--- config.mk ---
export PLATFORM = sky130hd
export DESIGN_NAME = optical_pulse_rate_detector
export DESIGN_NICKNAME = d
export VERILOG_FILES = /design/src/hdl/oprd_pkg.sv /design/src/hdl/optical_pulse_rate_detector.sv
export SDC_FILE = /design/constraint.sdc
export NUM_CORES = 2
export LEC_CHECK = 0
export BUFFER_PORTS_ARGS = -buffer_cell sky130_fd_sc_hd__buf_2
export CAP_MARGIN = 20
export CORE_MARGIN = 2
export CORE_UTILIZATION = 60
export CTS_CLUSTER_DIAMETER = 100
export CTS_CLUSTER_SIZE = 14
export DETAILED_ROUTE_END_ITERATION = 8
export GPL_TIMING_DRIVEN = 0
export PLACE_DENSITY = 0.8
export SLEW_MARGIN = 20
export SYNTH_ARGS = -nofsm -noshare
export SYNTH_HDL_FRONTEND = slang
export SYNTH_SLANG_ARGS = --single-unit
export TNS_END_PERCENT = 20
--- constraint.sdc ---
create_clock -name clock -period 17.93 [get_ports clock]
set_clock_uncertainty 0.05 [all_clocks]
set_input_delay 3.586 -clock clock [delete_from_list [all_inputs] [get_ports clock]]
set_output_delay 3.586 -clock clock [all_outputs]
set_load 0.02 [all_outputs]
--- src/hdl/oprd_pkg.sv ---
// ----------------------------------------------------------------------------
// oprd_pkg
// Shared constants for the optical pulse rate detector: register indexes,
// register reset values, window defaults and rate formula constants.
// ----------------------------------------------------------------------------
package oprd_pkg;

   // register indexes on the csr port
   localparam logic [7:0] CSR_AMBIENT_LIMIT   = 8'd0;
   localparam logic [7:0] CSR_SIGNAL_FLOOR    = 8'd1;
   localparam logic [7:0] CSR_EDGE_MARGIN     = 8'd2;
   localparam logic [7:0] CSR_SETTLE_SAMPLES  = 8'd3;
   localparam logic [7:0] CSR_PULSES_PER_RATE = 8'd4;
   localparam logic [7:0] CSR_TICK_RATE_HZ    = 8'd5;
   localparam logic [7:0] CSR_RATE_ALARM_HIGH = 8'd6;
   localparam logic [7:0] CSR_RATE_ALARM_LOW  = 8'd7;

   // register reset values
   localparam logic [15:0] AMBIENT_LIMIT_RST   = 16'd350;
   localparam logic [15:0] SIGNAL_FLOOR_RST    = 16'd1000;
   localparam logic [11:0] EDGE_MARGIN_RST     = 12'd10;
   localparam logic [15:0] SETTLE_SAMPLES_RST  = 16'd8;
   localparam logic [7:0]  PULSES_PER_RATE_RST = 8'd4;
   localparam logic [15:0] TICK_RATE_HZ_RST    = 16'd1000;
   localparam logic [15:0] RATE_ALARM_HIGH_RST = 16'd160;
   localparam logic [15:0] RATE_ALARM_LOW_RST  = 16'd30;

   // window depth defaults
   localparam int SAMPLE_WINDOW_DEF = 16;
   localparam int RATE_WINDOW_DEF   = 8;

   // rate formula: pulses * 60000 / (ticks * tick_rate)
   localparam logic [15:0] RATE_SCALE = 16'd60000;
   localparam logic [15:0] RATE_SAT   = 16'hFFFF;
   localparam logic [15:0] SETTLE_MAX = 16'hFFFF;

endpackage

--- src/hdl/optical_pulse_rate_detector.sv ---
// ----------------------------------------------------------------------------
// optical_pulse_rate_detector
// Presence check, sliding-window mean of the pulse channel, hysteresis pulse
// edge detector, rate computation and a sliding-window mean of the rates.
// ----------------------------------------------------------------------------
// handshake: one sample at a time; a stalled result beat holds off the next
//   sample
// reset: synchronous, clears control, counters and sums and loads the
//   configuration registers with their reset values; payload, divider data
//   and result registers and the window memories are not cleared
module optical_pulse_rate_detector #(
   parameter int SAMPLE_WINDOW = oprd_pkg::SAMPLE_WINDOW_DEF,
   parameter int RATE_WINDOW   = oprd_pkg::RATE_WINDOW_DEF
) (
   input  logic        clock,
   input  logic        reset,
   input  logic        req_valid,
   output logic        req_ready,
   input  logic [15:0] req_ambient_sample,
   input  logic [15:0] req_signal_sample,
   input  logic [31:0] req_elapsed_ticks,
   output logic        rsp_valid,
   input  logic        rsp_ready,
   output logic        rsp_present,
   output logic        rsp_measuring,
   output logic        rsp_pulse_high,
   output logic        rsp_rate_updated,
   output logic [15:0] rsp_rate_mean,
   output logic        rsp_rate_alarm,
   output logic        rsp_timer_restart,
   input  logic        csr_valid,
   output logic        csr_ready,
   input  logic [7:0]  csr_index,
   input  logic [15:0] csr_data
);
   import oprd_pkg::*;

   localparam int SFILL_W = $clog2(SAMPLE_WINDOW + 1);
   localparam int SIDX_W  = $clog2(SAMPLE_WINDOW);
   localparam int SSUM_W  = 16 + SFILL_W;
   localparam int RFILL_W = $clog2(RATE_WINDOW + 1);
   localparam int RIDX_W  = $clog2(RATE_WINDOW);
   localparam int RSUM_W  = 16 + RFILL_W;
   localparam int DEN_W   = 48;
   localparam int NUM_W   = (SSUM_W > 24) ? SSUM_W : 24;
   localparam int CNT_W   = $clog2(NUM_W + 1);

   // reciprocal constants for the full-window means
   localparam int SREC_W = SSUM_W + 1;
   localparam int SREC_K = SSUM_W + $clog2(SAMPLE_WINDOW);
   localparam logic [SREC_W-1:0] SREC_M = SREC_W'(((64'd1 << SREC_K)
      + 64'(SAMPLE_WINDOW) - 64'd1) / 64'(SAMPLE_WINDOW));
   localparam int RREC_W = RSUM_W + 1;
   localparam int RREC_K = RSUM_W + $clog2(RATE_WINDOW);
   localparam logic [RREC_W-1:0] RREC_M = RREC_W'(((64'd1 << RREC_K)
      + 64'(RATE_WINDOW) - 64'd1) / 64'(RATE_WINDOW));

   localparam logic [SFILL_W-1:0] SW_FULL = SFILL_W'(SAMPLE_WINDOW);
   localparam logic [SIDX_W-1:0]  SW_LAST = SIDX_W'(SAMPLE_WINDOW - 1);
   localparam logic [RFILL_W-1:0] RW_FULL = RFILL_W'(RATE_WINDOW);
   localparam logic [RIDX_W-1:0]  RW_LAST = RIDX_W'(RATE_WINDOW - 1);

   // sequencer states
   localparam logic [3:0] S_IDLE  = 4'd0;
   localparam logic [3:0] S_CHECK = 4'd1;
   localparam logic [3:0] S_SRD   = 4'd2;
   localparam logic [3:0] S_SDIV  = 4'd3;
   localparam logic [3:0] S_EDGE  = 4'd4;
   localparam logic [3:0] S_RMUL  = 4'd5;
   localparam logic [3:0] S_RDIV  = 4'd6;
   localparam logic [3:0] S_RWIN  = 4'd7;
   localparam logic [3:0] S_RRD   = 4'd8;
   localparam logic [3:0] S_ADIV  = 4'd9;
   localparam logic [3:0] S_RFIN  = 4'd10;
   localparam logic [3:0] S_OUT   = 4'd11;
   localparam logic [3:0] S_SMUL  = 4'd12;
   localparam logic [3:0] S_AMUL  = 4'd13;

   // configuration registers
   logic [15:0] amb_lim_ff, sig_floor_ff, settle_lim_ff, tick_hz_ff, alm_hi_ff, alm_lo_ff;
   logic [11:0] margin_ff;
   logic [7:0]  ppr_ff;

   // block state
   logic [3:0]         state_ff, state_in;
   logic [15:0]        amb_ff, amb_in, sig_ff, sig_in;
   logic [31:0]        ticks_ff, ticks_in;
   logic [SFILL_W-1:0] sfill_ff, sfill_in;
   logic [SIDX_W-1:0]  shead_ff, shead_in;
   logic [SSUM_W-1:0]  ssum_ff, ssum_in;
   logic [15:0]        smean_ff, smean_in;
   logic               filling_ff, filling_in;
   logic [RFILL_W-1:0] rfill_ff, rfill_in;
   logic [RIDX_W-1:0]  rhead_ff, rhead_in;
   logic [RSUM_W-1:0]  rsum_ff, rsum_in;
   logic [15:0]        ravg_ff, ravg_in;
   logic [15:0]        rate_ff, rate_in;
   logic [7:0]         tally_ff, tally_in;
   logic [15:0]        settle_ff, settle_in;
   logic               pulse_ff, pulse_in;
   logic               meas_ff, meas_in;
   logic               present_ff, present_in;
   logic               upd_ff, upd_in;
   logic               alarm_ff, alarm_in;
   logic [DEN_W-1:0]   den_ff, den_in;
   logic [23:0]        num_ff, num_in;

   // result register
   logic        rv_ff, rv_in;
   logic        o_present_ff, o_meas_ff, o_pulse_ff, o_upd_ff, o_alarm_ff, o_restart_ff;
   logic [15:0] o_mean_ff;
   logic        out_load;

   // window memories
   logic [15:0]       smem [SAMPLE_WINDOW];
   logic [15:0]       rmem [RATE_WINDOW];
   logic [15:0]       srd_ff, rrd_ff;
   logic              swe, sre, rwe, rre;
   logic [SIDX_W-1:0] swa, sra;
   logic [RIDX_W-1:0] rwa, rra;
   logic [15:0]       swd, rwd;

   // shared divider
   logic             div_start;
   logic [NUM_W-1:0] div_num;
   logic [DEN_W-1:0] div_den;
   logic [NUM_W-1:0] dq_ff;
   logic [DEN_W-1:0] drem_ff, dden_ff;
   logic [CNT_W-1:0] dcnt_ff;
   logic [DEN_W:0]   drem_sh;
   logic             dbit;
   logic             div_done;

   // full-window mean products
   logic [SSUM_W+SREC_W-1:0] sprod;
   logic [RSUM_W+RREC_W-1:0] rprod;

   // edge detection terms
   logic        present_c, settled, rising, falling;
   logic [16:0] mean_hi, sig_hi;
   logic [7:0]  tally_inc;

   assign req_ready = (state_ff == S_IDLE);
   assign csr_ready = 1'b1;

   assign present_c = !((amb_ff > amb_lim_ff) || (sig_ff < sig_floor_ff));
   assign mean_hi   = {1'b0, smean_ff} + {5'd0, margin_ff};
   assign sig_hi    = {1'b0, sig_ff} + {5'd0, margin_ff};
   assign settled   = settle_ff > settle_lim_ff;
   assign rising    = (mean_hi < {1'b0, sig_ff}) && !pulse_ff && settled;
   assign falling   = ({1'b0, smean_ff} > sig_hi) && pulse_ff && settled;
   assign tally_inc = tally_ff + 8'd1;
   assign div_done  = (dcnt_ff == '0);
   assign out_load  = (state_ff == S_OUT) && (!rv_ff || rsp_ready);

   // sum times reciprocal of the window size
   assign sprod = {{SREC_W{1'b0}}, ssum_ff} * {{SSUM_W{1'b0}}, SREC_M};
   assign rprod = {{RREC_W{1'b0}}, rsum_ff} * {{RSUM_W{1'b0}}, RREC_M};

   // configuration writes
   always_ff @(posedge clock) begin
      if (reset) begin
         amb_lim_ff    <= AMBIENT_LIMIT_RST;
         sig_floor_ff  <= SIGNAL_FLOOR_RST;
         margin_ff     <= EDGE_MARGIN_RST;
         settle_lim_ff <= SETTLE_SAMPLES_RST;
         ppr_ff        <= PULSES_PER_RATE_RST;
         tick_hz_ff    <= TICK_RATE_HZ_RST;
         alm_hi_ff     <= RATE_ALARM_HIGH_RST;
         alm_lo_ff     <= RATE_ALARM_LOW_RST;
      end else if (csr_valid) begin
         unique case (csr_index)
            CSR_AMBIENT_LIMIT:   amb_lim_ff    <= csr_data;
            CSR_SIGNAL_FLOOR:    sig_floor_ff  <= csr_data;
            CSR_EDGE_MARGIN:     margin_ff     <= csr_data[11:0];
            CSR_SETTLE_SAMPLES:  settle_lim_ff <= csr_data;
            CSR_PULSES_PER_RATE: ppr_ff        <= csr_data[7:0];
            CSR_TICK_RATE_HZ:    tick_hz_ff    <= csr_data;
            CSR_RATE_ALARM_HIGH: alm_hi_ff     <= csr_data;
            CSR_RATE_ALARM_LOW:  alm_lo_ff     <= csr_data;
            default: ;
         endcase
      end
   end

   // radix-2 restoring divider step
   assign drem_sh = {drem_ff, dq_ff[NUM_W-1]};
   assign dbit    = (drem_sh >= {1'b0, dden_ff});

   always_ff @(posedge clock) begin
      if (reset) begin
         dcnt_ff <= '0;
      end else if (div_start) begin
         dcnt_ff <= CNT_W'(NUM_W);
      end else if (!div_done) begin
         dcnt_ff <= dcnt_ff - CNT_W'(1);
      end
   end

   always_ff @(posedge clock) begin
      if (div_start) begin
         dq_ff   <= div_num;
         drem_ff <= '0;
         dden_ff <= div_den;
      end else if (!div_done) begin
         drem_ff <= dbit ? DEN_W'(drem_sh - {1'b0, dden_ff}) : drem_sh[DEN_W-1:0];
         dq_ff   <= {dq_ff[NUM_W-2:0], dbit};
      end
   end

   // sample window memory
   always_ff @(posedge clock) begin
      if (swe) begin
         smem[swa] <= swd;
      end
      if (sre) begin
         srd_ff <= smem[sra];
      end
   end

   // rate window memory
   always_ff @(posedge clock) begin
      if (rwe) begin
         rmem[rwa] <= rwd;
      end
      if (rre) begin
         rrd_ff <= rmem[rra];
      end
   end

   // sequencer
   always_comb begin
      state_in   = state_ff;
      amb_in     = amb_ff;
      sig_in     = sig_ff;
      ticks_in   = ticks_ff;
      sfill_in   = sfill_ff;
      shead_in   = shead_ff;
      ssum_in    = ssum_ff;
      smean_in   = smean_ff;
      filling_in = filling_ff;
      rfill_in   = rfill_ff;
      rhead_in   = rhead_ff;
      rsum_in    = rsum_ff;
      ravg_in    = ravg_ff;
      rate_in    = rate_ff;
      tally_in   = tally_ff;
      settle_in  = settle_ff;
      pulse_in   = pulse_ff;
      meas_in    = meas_ff;
      present_in = present_ff;
      upd_in     = upd_ff;
      alarm_in   = alarm_ff;
      den_in     = den_ff;
      num_in     = num_ff;
      div_start  = 1'b0;
      div_num    = '0;
      div_den    = '0;
      swe = 1'b0; sre = 1'b0; swa = shead_ff; sra = shead_ff; swd = sig_ff;
      rwe = 1'b0; rre = 1'b0; rwa = rhead_ff; rra = rhead_ff; rwd = rate_ff;

      unique case (state_ff)
         S_IDLE: begin
            if (req_valid) begin
               amb_in   = req_ambient_sample;
               sig_in   = req_signal_sample;
               ticks_in = req_elapsed_ticks;
               state_in = S_CHECK;
            end
         end
         S_CHECK: begin
            present_in = present_c;
            upd_in     = 1'b0;
            alarm_in   = 1'b0;
            if (!present_c) begin
               // no hand: drop the measurement, keep the settle count
               tally_in = '0;
               smean_in = '0;
               ravg_in  = '0;
               sfill_in = '0;
               rfill_in = '0;
               shead_in = '0;
               rhead_in = '0;
               ssum_in  = '0;
               rsum_in  = '0;
               meas_in  = 1'b0;
               pulse_in = 1'b0;
               state_in = S_OUT;
            end else begin
               meas_in = 1'b1;
               if (sfill_ff < SW_FULL) begin
                  // window filling: store at fill position
                  swe        = 1'b1;
                  swa        = SIDX_W'(sfill_ff);
                  ssum_in    = ssum_ff + SSUM_W'(sig_ff);
                  sfill_in   = sfill_ff + SFILL_W'(1);
                  filling_in = 1'b1;
                  if (sfill_ff == '0) begin
                     smean_in = (smean_ff != '0) ?
                                16'(({1'b0, smean_ff} + {1'b0, sig_ff}) >> 1) : sig_ff;
                     state_in = S_OUT;
                  end else begin
                     div_start = 1'b1;
                     div_num   = NUM_W'(ssum_ff);
                     div_den   = DEN_W'(sfill_ff);
                     state_in  = S_SDIV;
                  end
               end else begin
                  // window full: fetch the oldest entry
                  sre        = 1'b1;
                  filling_in = 1'b0;
                  state_in   = S_SRD;
               end
            end
         end
         S_SRD: begin
            swe       = 1'b1;
            ssum_in   = ssum_ff - SSUM_W'(srd_ff) + SSUM_W'(sig_ff);
            shead_in  = (shead_ff == SW_LAST) ? '0 : shead_ff + SIDX_W'(1);
            state_in  = S_SMUL;
         end
         S_SMUL: begin
            smean_in = sprod[SREC_K +: 16];
            state_in = S_EDGE;
         end
         S_SDIV: begin
            if (div_done) begin
               smean_in = dq_ff[15:0];
               state_in = filling_ff ? S_OUT : S_EDGE;
            end
         end
         S_EDGE: begin
            // hysteresis edge test against the fresh mean
            if (rising) begin
               pulse_in = 1'b1;
               tally_in = tally_inc;
               if (tally_inc == ppr_ff) begin
                  den_in   = {16'd0, ticks_ff} * {32'd0, tick_hz_ff};
                  num_in   = {16'd0, ppr_ff} * {8'd0, RATE_SCALE};
                  state_in = S_RMUL;
               end else begin
                  settle_in = (settle_ff < SETTLE_MAX) ? settle_ff + 16'd1 : settle_ff;
                  state_in  = S_OUT;
               end
            end else if (falling) begin
               pulse_in  = 1'b0;
               settle_in = 16'd1;
               state_in  = S_OUT;
            end else begin
               settle_in = (settle_ff < SETTLE_MAX) ? settle_ff + 16'd1 : settle_ff;
               state_in  = S_OUT;
            end
         end
         S_RMUL: begin
            if (den_ff == '0) begin
               rate_in  = RATE_SAT;
               state_in = S_RWIN;
            end else begin
               div_start = 1'b1;
               div_num   = NUM_W'(num_ff);
               div_den   = den_ff;
               state_in  = S_RDIV;
            end
         end
         S_RDIV: begin
            if (div_done) begin
               rate_in  = (|dq_ff[NUM_W-1:16]) ? RATE_SAT : dq_ff[15:0];
               state_in = S_RWIN;
            end
         end
         S_RWIN: begin
            if (rfill_ff < RW_FULL) begin
               rwe     = 1'b1;
               rwa     = RIDX_W'(rfill_ff);
               rsum_in = rsum_ff + RSUM_W'(rate_ff);
               if (rfill_ff == '0) begin
                  ravg_in  = (ravg_ff != '0) ?
                             16'(({1'b0, ravg_ff} + {1'b0, rate_ff}) >> 1) : rate_ff;
                  state_in = S_RFIN;
               end else begin
                  div_start = 1'b1;
                  div_num   = NUM_W'(rsum_ff);
                  div_den   = DEN_W'(rfill_ff);
                  state_in  = S_ADIV;
               end
            end else begin
               rre      = 1'b1;
               state_in = S_RRD;
            end
         end
         S_RRD: begin
            rwe       = 1'b1;
            rsum_in   = rsum_ff - RSUM_W'(rrd_ff) + RSUM_W'(rate_ff);
            rhead_in  = (rhead_ff == RW_LAST) ? '0 : rhead_ff + RIDX_W'(1);
            state_in  = S_AMUL;
         end
         S_AMUL: begin
            ravg_in  = rprod[RREC_K +: 16];
            state_in = S_RFIN;
         end
         S_ADIV: begin
            if (div_done) begin
               ravg_in  = dq_ff[15:0];
               state_in = S_RFIN;
            end
         end
         S_RFIN: begin
            tally_in  = '0;
            settle_in = 16'd1;
            rfill_in  = (rfill_ff < RW_FULL) ? rfill_ff + RFILL_W'(1) : rfill_ff;
            upd_in    = 1'b1;
            alarm_in  = (ravg_ff > alm_hi_ff) || (ravg_ff < alm_lo_ff);
            state_in  = S_OUT;
         end
         S_OUT: begin
            if (out_load) begin
               state_in = S_IDLE;
            end
         end
         default: state_in = S_IDLE;
      endcase
   end

   // control and state registers
   always_ff @(posedge clock) begin
      if (reset) begin
         state_ff   <= S_IDLE;
         sfill_ff   <= '0;
         shead_ff   <= '0;
         ssum_ff    <= '0;
         smean_ff   <= '0;
         filling_ff <= 1'b0;
         rfill_ff   <= '0;
         rhead_ff   <= '0;
         rsum_ff    <= '0;
         ravg_ff    <= '0;
         tally_ff   <= '0;
         settle_ff  <= '0;
         pulse_ff   <= 1'b0;
         meas_ff    <= 1'b0;
         present_ff <= 1'b0;
         upd_ff     <= 1'b0;
         alarm_ff   <= 1'b0;
      end else begin
         state_ff   <= state_in;
         sfill_ff   <= sfill_in;
         shead_ff   <= shead_in;
         ssum_ff    <= ssum_in;
         smean_ff   <= smean_in;
         filling_ff <= filling_in;
         rfill_ff   <= rfill_in;
         rhead_ff   <= rhead_in;
         rsum_ff    <= rsum_in;
         ravg_ff    <= ravg_in;
         tally_ff   <= tally_in;
         settle_ff  <= settle_in;
         pulse_ff   <= pulse_in;
         meas_ff    <= meas_in;
         present_ff <= present_in;
         upd_ff     <= upd_in;
         alarm_ff   <= alarm_in;
      end
   end

   // payload registers
   always_ff @(posedge clock) begin
      amb_ff   <= amb_in;
      sig_ff   <= sig_in;
      ticks_ff <= ticks_in;
      rate_ff  <= rate_in;
      den_ff   <= den_in;
      num_ff   <= num_in;
   end

   // result beat register
   always_comb begin
      rv_in = rv_ff;
      if (out_load) begin
         rv_in = 1'b1;
      end else if (rsp_ready) begin
         rv_in = 1'b0;
      end
   end

   always_ff @(posedge clock) begin
      if (reset) begin
         rv_ff <= 1'b0;
      end else begin
         rv_ff <= rv_in;
      end
   end

   always_ff @(posedge clock) begin
      if (out_load) begin
         o_present_ff <= present_ff;
         o_meas_ff    <= meas_ff;
         o_pulse_ff   <= pulse_ff;
         o_upd_ff     <= upd_ff;
         o_mean_ff    <= ravg_ff;
         o_alarm_ff   <= alarm_ff;
         o_restart_ff <= upd_ff || !meas_ff;
      end
   end

   assign rsp_valid         = rv_ff;
   assign rsp_present       = o_present_ff;
   assign rsp_measuring     = o_meas_ff;
   assign rsp_pulse_high    = o_pulse_ff;
   assign rsp_rate_updated  = o_upd_ff;
   assign rsp_rate_mean     = o_mean_ff;
   assign rsp_rate_alarm    = o_alarm_ff;
   assign rsp_timer_restart = o_restart_ff;

   // checks
   a_alarm_needs_update: assert property (@(posedge clock) disable iff (reset)
      rsp_valid && rsp_rate_alarm |-> rsp_rate_updated)
      else $error("alarm without rate update");

   a_absent_restarts: assert property (@(posedge clock) disable iff (reset)
      rsp_valid && !rsp_present |-> !rsp_measuring && rsp_timer_restart && !rsp_pulse_high)
      else $error("absent sample left measurement running");

   a_one_at_a_time: assert property (@(posedge clock) disable iff (reset)
      req_valid && req_ready |=> !req_ready)
      else $error("sample taken while busy");

   a_fill_bounded: assert property (@(posedge clock) disable iff (reset)
      (sfill_ff <= SW_FULL) && (rfill_ff <= RW_FULL))
      else $error("window fill count overran");

endmodule
==> metrics.cfg <==
[run_status]
status=finished, violations left
violations=design-rule violations

[setup_path]
critPathMaxStageDelay_ns=0.78
worstPathCellList=clkbuf_1 -> and2_1 -> fa_1 -> inv_1 -> fa_1 -> fa_1 -> inv_1 -> fa_1 -> fa_1 -> inv_1 -> fa_1 -> inv_1 -> ha_1 -> clkbuf_1 -> a221oi_1 -> o211ai_1 -> a211oi_1 -> a21o_1 -> o211ai_1 -> o311ai_1 -> nand3_1 -> a31o_2 -> a21oi_1 -> xnor2_1
end_kind=flip-flop
crit_slowest_cell=clkbuf_1
critical_path_class=flip-flop to flip-flop
path_delay_family=adder cells
worstPathMaxFanout=10
cp.arrival_ns=8.57
worst-path-buf-inv=6
cp-start-kind=flip-flop
cp.required_ns=18.35
r2r_setup_slack_ns=9.78
cp_common_cell=fa_1

[timing]
timing.final.crit_share=0.455
finalHoldViolations=0
setup_viol=0
rsz0062_at_grt=false
fin_ws_ns=9.78
finalMaxSlewViolations=0
finalCriticalPeriod_ns=8.15
fmax_mhz=123
tightest_slew_ns=1.20
setup_tns_ns=0
max-slew-margin-rel=0.203

[clock_network]
cts_resized=0
clk_pin_slew_ns=0.07
cts_setup_buffers=0
root_buffer=clkbuf_16
cts-hold-fix-buffers=0
insertion_delay_ns=0.72
htree_levels=3
cts_max_path_buffers=3
cts-buffers-inserted=80
cts_tree=built
cts.sinks=948

[detailed_routing]
drt_iter0_drc=6140
dr.pass1.iters=9
wl_per_cell_um=24.8
via_per_inst=6.30
routed_wl_mm=201
vias=51058
antenna_left=0
drc=1

[synthesis]
ys_seq_area_frac=0.384
synth.distinct_cells=93
async_reset_ff_frac=0
synth.avg_cell_area_um2=10.5
synth_edf_count=656
synth_warnings=0
synth.cell_area_um2=66600
netlist_instances=6332
ys_ff_latch=948
synth_flop_cell=edfxtp_1
syn_nets=7374

[final_layout]
final_layout_size_suffix_gt1_frac=0.0751
syn_to_final_growth_pct=8.36
final_cell_mix=822 x inv_1, 656 x edfxtp_1, 642 x nand2_1
utilization=0.654
final_common_cell=inv_1
num-nets-final=7605

[floorplanning]
die_y_um=337
die_area_um2=114000
dieWidth_um=337
start_util=0.603
core_um2=110000
ios=118
rows=122

[grt]
grt_max_degree=40
overflow=0
grtUsageTotal=0.353
antenna_found_initial=5
grt_pass1_vias=50702
grt_pass1_wl_mm=301

[place]
dpl.hpwl_mm=149
gp_congestion=1.05
port_buffers=107
pre_cts_ws_ns=9.96

[min_path]
holdCritPathClass=flip-flop to flip-flop

[job]
maxCapViolCount=0

[synth_stat cells (42+ instances only)]
library cell	instances	area share
inv_1	822	0.046
edfxtp_1	656	0.30
nand2_1	643	0.036
fa_1	479	0.14
ha_1	470	0.088
nor2_1	375	0.021
a21oi_1	316	0.024
dfxtp_1	292	0.088
and2_1	268	0.025
clkbuf_1	237	0.013
o21ai_0	182	0.014
xnor2_1	137	0.018
a21o_1	127	0.014
a211oi_1	114	0.013
mux4_2	112	0.038
nor3_1	103	0.0077
nand3_1	80	0.0060
xor2_1	73	0.0096
a31oi_1	49	0.0046
mux2i_1	45	0.0068
nand2b_1	45	0.0042
o211ai_1	43	0.0048
nand4_1	42	0.0039
nor2b_1	42	0.0039
[worst register-to-register path, cell delays in order (launching register included)]
cell,delay (ns)
dfxtp_1,0.60
clkbuf_1,0.78
and2_1,0.27
fa_1,0.39
inv_1,0.10
fa_1,0.44
fa_1,0.52
inv_1,0.05
fa_1,0.46
fa_1,0.54
inv_1,0.06
fa_1,0.64
inv_1,0.07
ha_1,0.29
clkbuf_1,0.18
a221oi_1,0.38
o211ai_1,0.18
a211oi_1,0.29
a21o_1,0.24
o211ai_1,0.22
o311ai_1,0.36
nand3_1,0.17
a31o_2,0.27
a21oi_1,0.17
xnor2_1,0.21
[metrics by stage]
stage / instance area [um^2] / hold WS, ns / instances
2_1_floorplan: 66600 / 0.358 / 6332
6_report: 72100 / 0.406 / 8104
5_1_grt: 72100 / 0.426 / 8104
3_3_place_gp: 69000 / 0.393 / 7927
4_1_cts: 72000 / 0.407 / 8095
3_5_place_dp: 69500 / 0.398 / 7961
[worst paths after layout]
| kind | cells past startpoint | to | start |
|---|---|---|---|
| worst max-delay path | 24 | den_ff[47]$_DFFE_PP_ | tick_hz_ff[6]$_SDFFE_PP1P_ |
| worst min-delay path | 2 | alm_lo_ff[15]$_SDFFE_PP0P_ | alm_lo_ff[15]$_SDFFE_PP0P_ |
| worst max register to register | 24 | den_ff[47]$_DFFE_PP_ | tick_hz_ff[6]$_SDFFE_PP1P_ |
| worst min register to register | 2 | alm_lo_ff[15]$_SDFFE_PP0P_ | alm_lo_ff[15]$_SDFFE_PP0P_ |
[sequential cells by signal (all words and copies together) (netlist names), 19 cells and up]
name and count:
den_ff 48, dden_ff 48, dq_ff 24, num_ff 19
ticks_ff 32, ssum_ff 21, drem_ff 48, rmem 128
rsum_ff 20, smem 256
[kinds of logic (layout without fill, tap and decap cells)]
group           Yosys count  count (layout)  share of synthesized area
compound gates         1164            1164                      0.118
xor+xnor                210             210                     0.0276
fa+ha+maj               949             949                      0.232
buf+inv                1100            1383                     0.0627
flops                   948             948                      0.384
mux                     175             175                     0.0477
other cells               1               2                  0.0000563
simple gates           1785            1785                      0.128
[final cells by class]
class,instances,area (um^2)
antenna,1,2.50
buffer,277,1090
clock buffer,122,2190
clock inverter,12,254
fill,8360,38200
inverter,823,3090
multi-input combinational,4284,37000
sequential,948,25500
tap,1488,1860
timing repair buffer,149,1150
[metal layers]
| metal | GRT usage | part of all wire | vias to the layer above |
|---|---|---|---|
| met2 | 0.540 | 0.44 | 3280 |
| met3 | 0.0934 | 0.12 | 671 |
| li1 | - | - | 22400 |
| met5 | 0 | 0.00023 | - |
| met1 | 0.468 | 0.38 | 24701 |
| met4 | 0.172 | 0.055 | 6 |
Power is left out: the tool's default activity adds up to more than one toggle a clock period on the data nets, which glitch-free logic cannot reach.
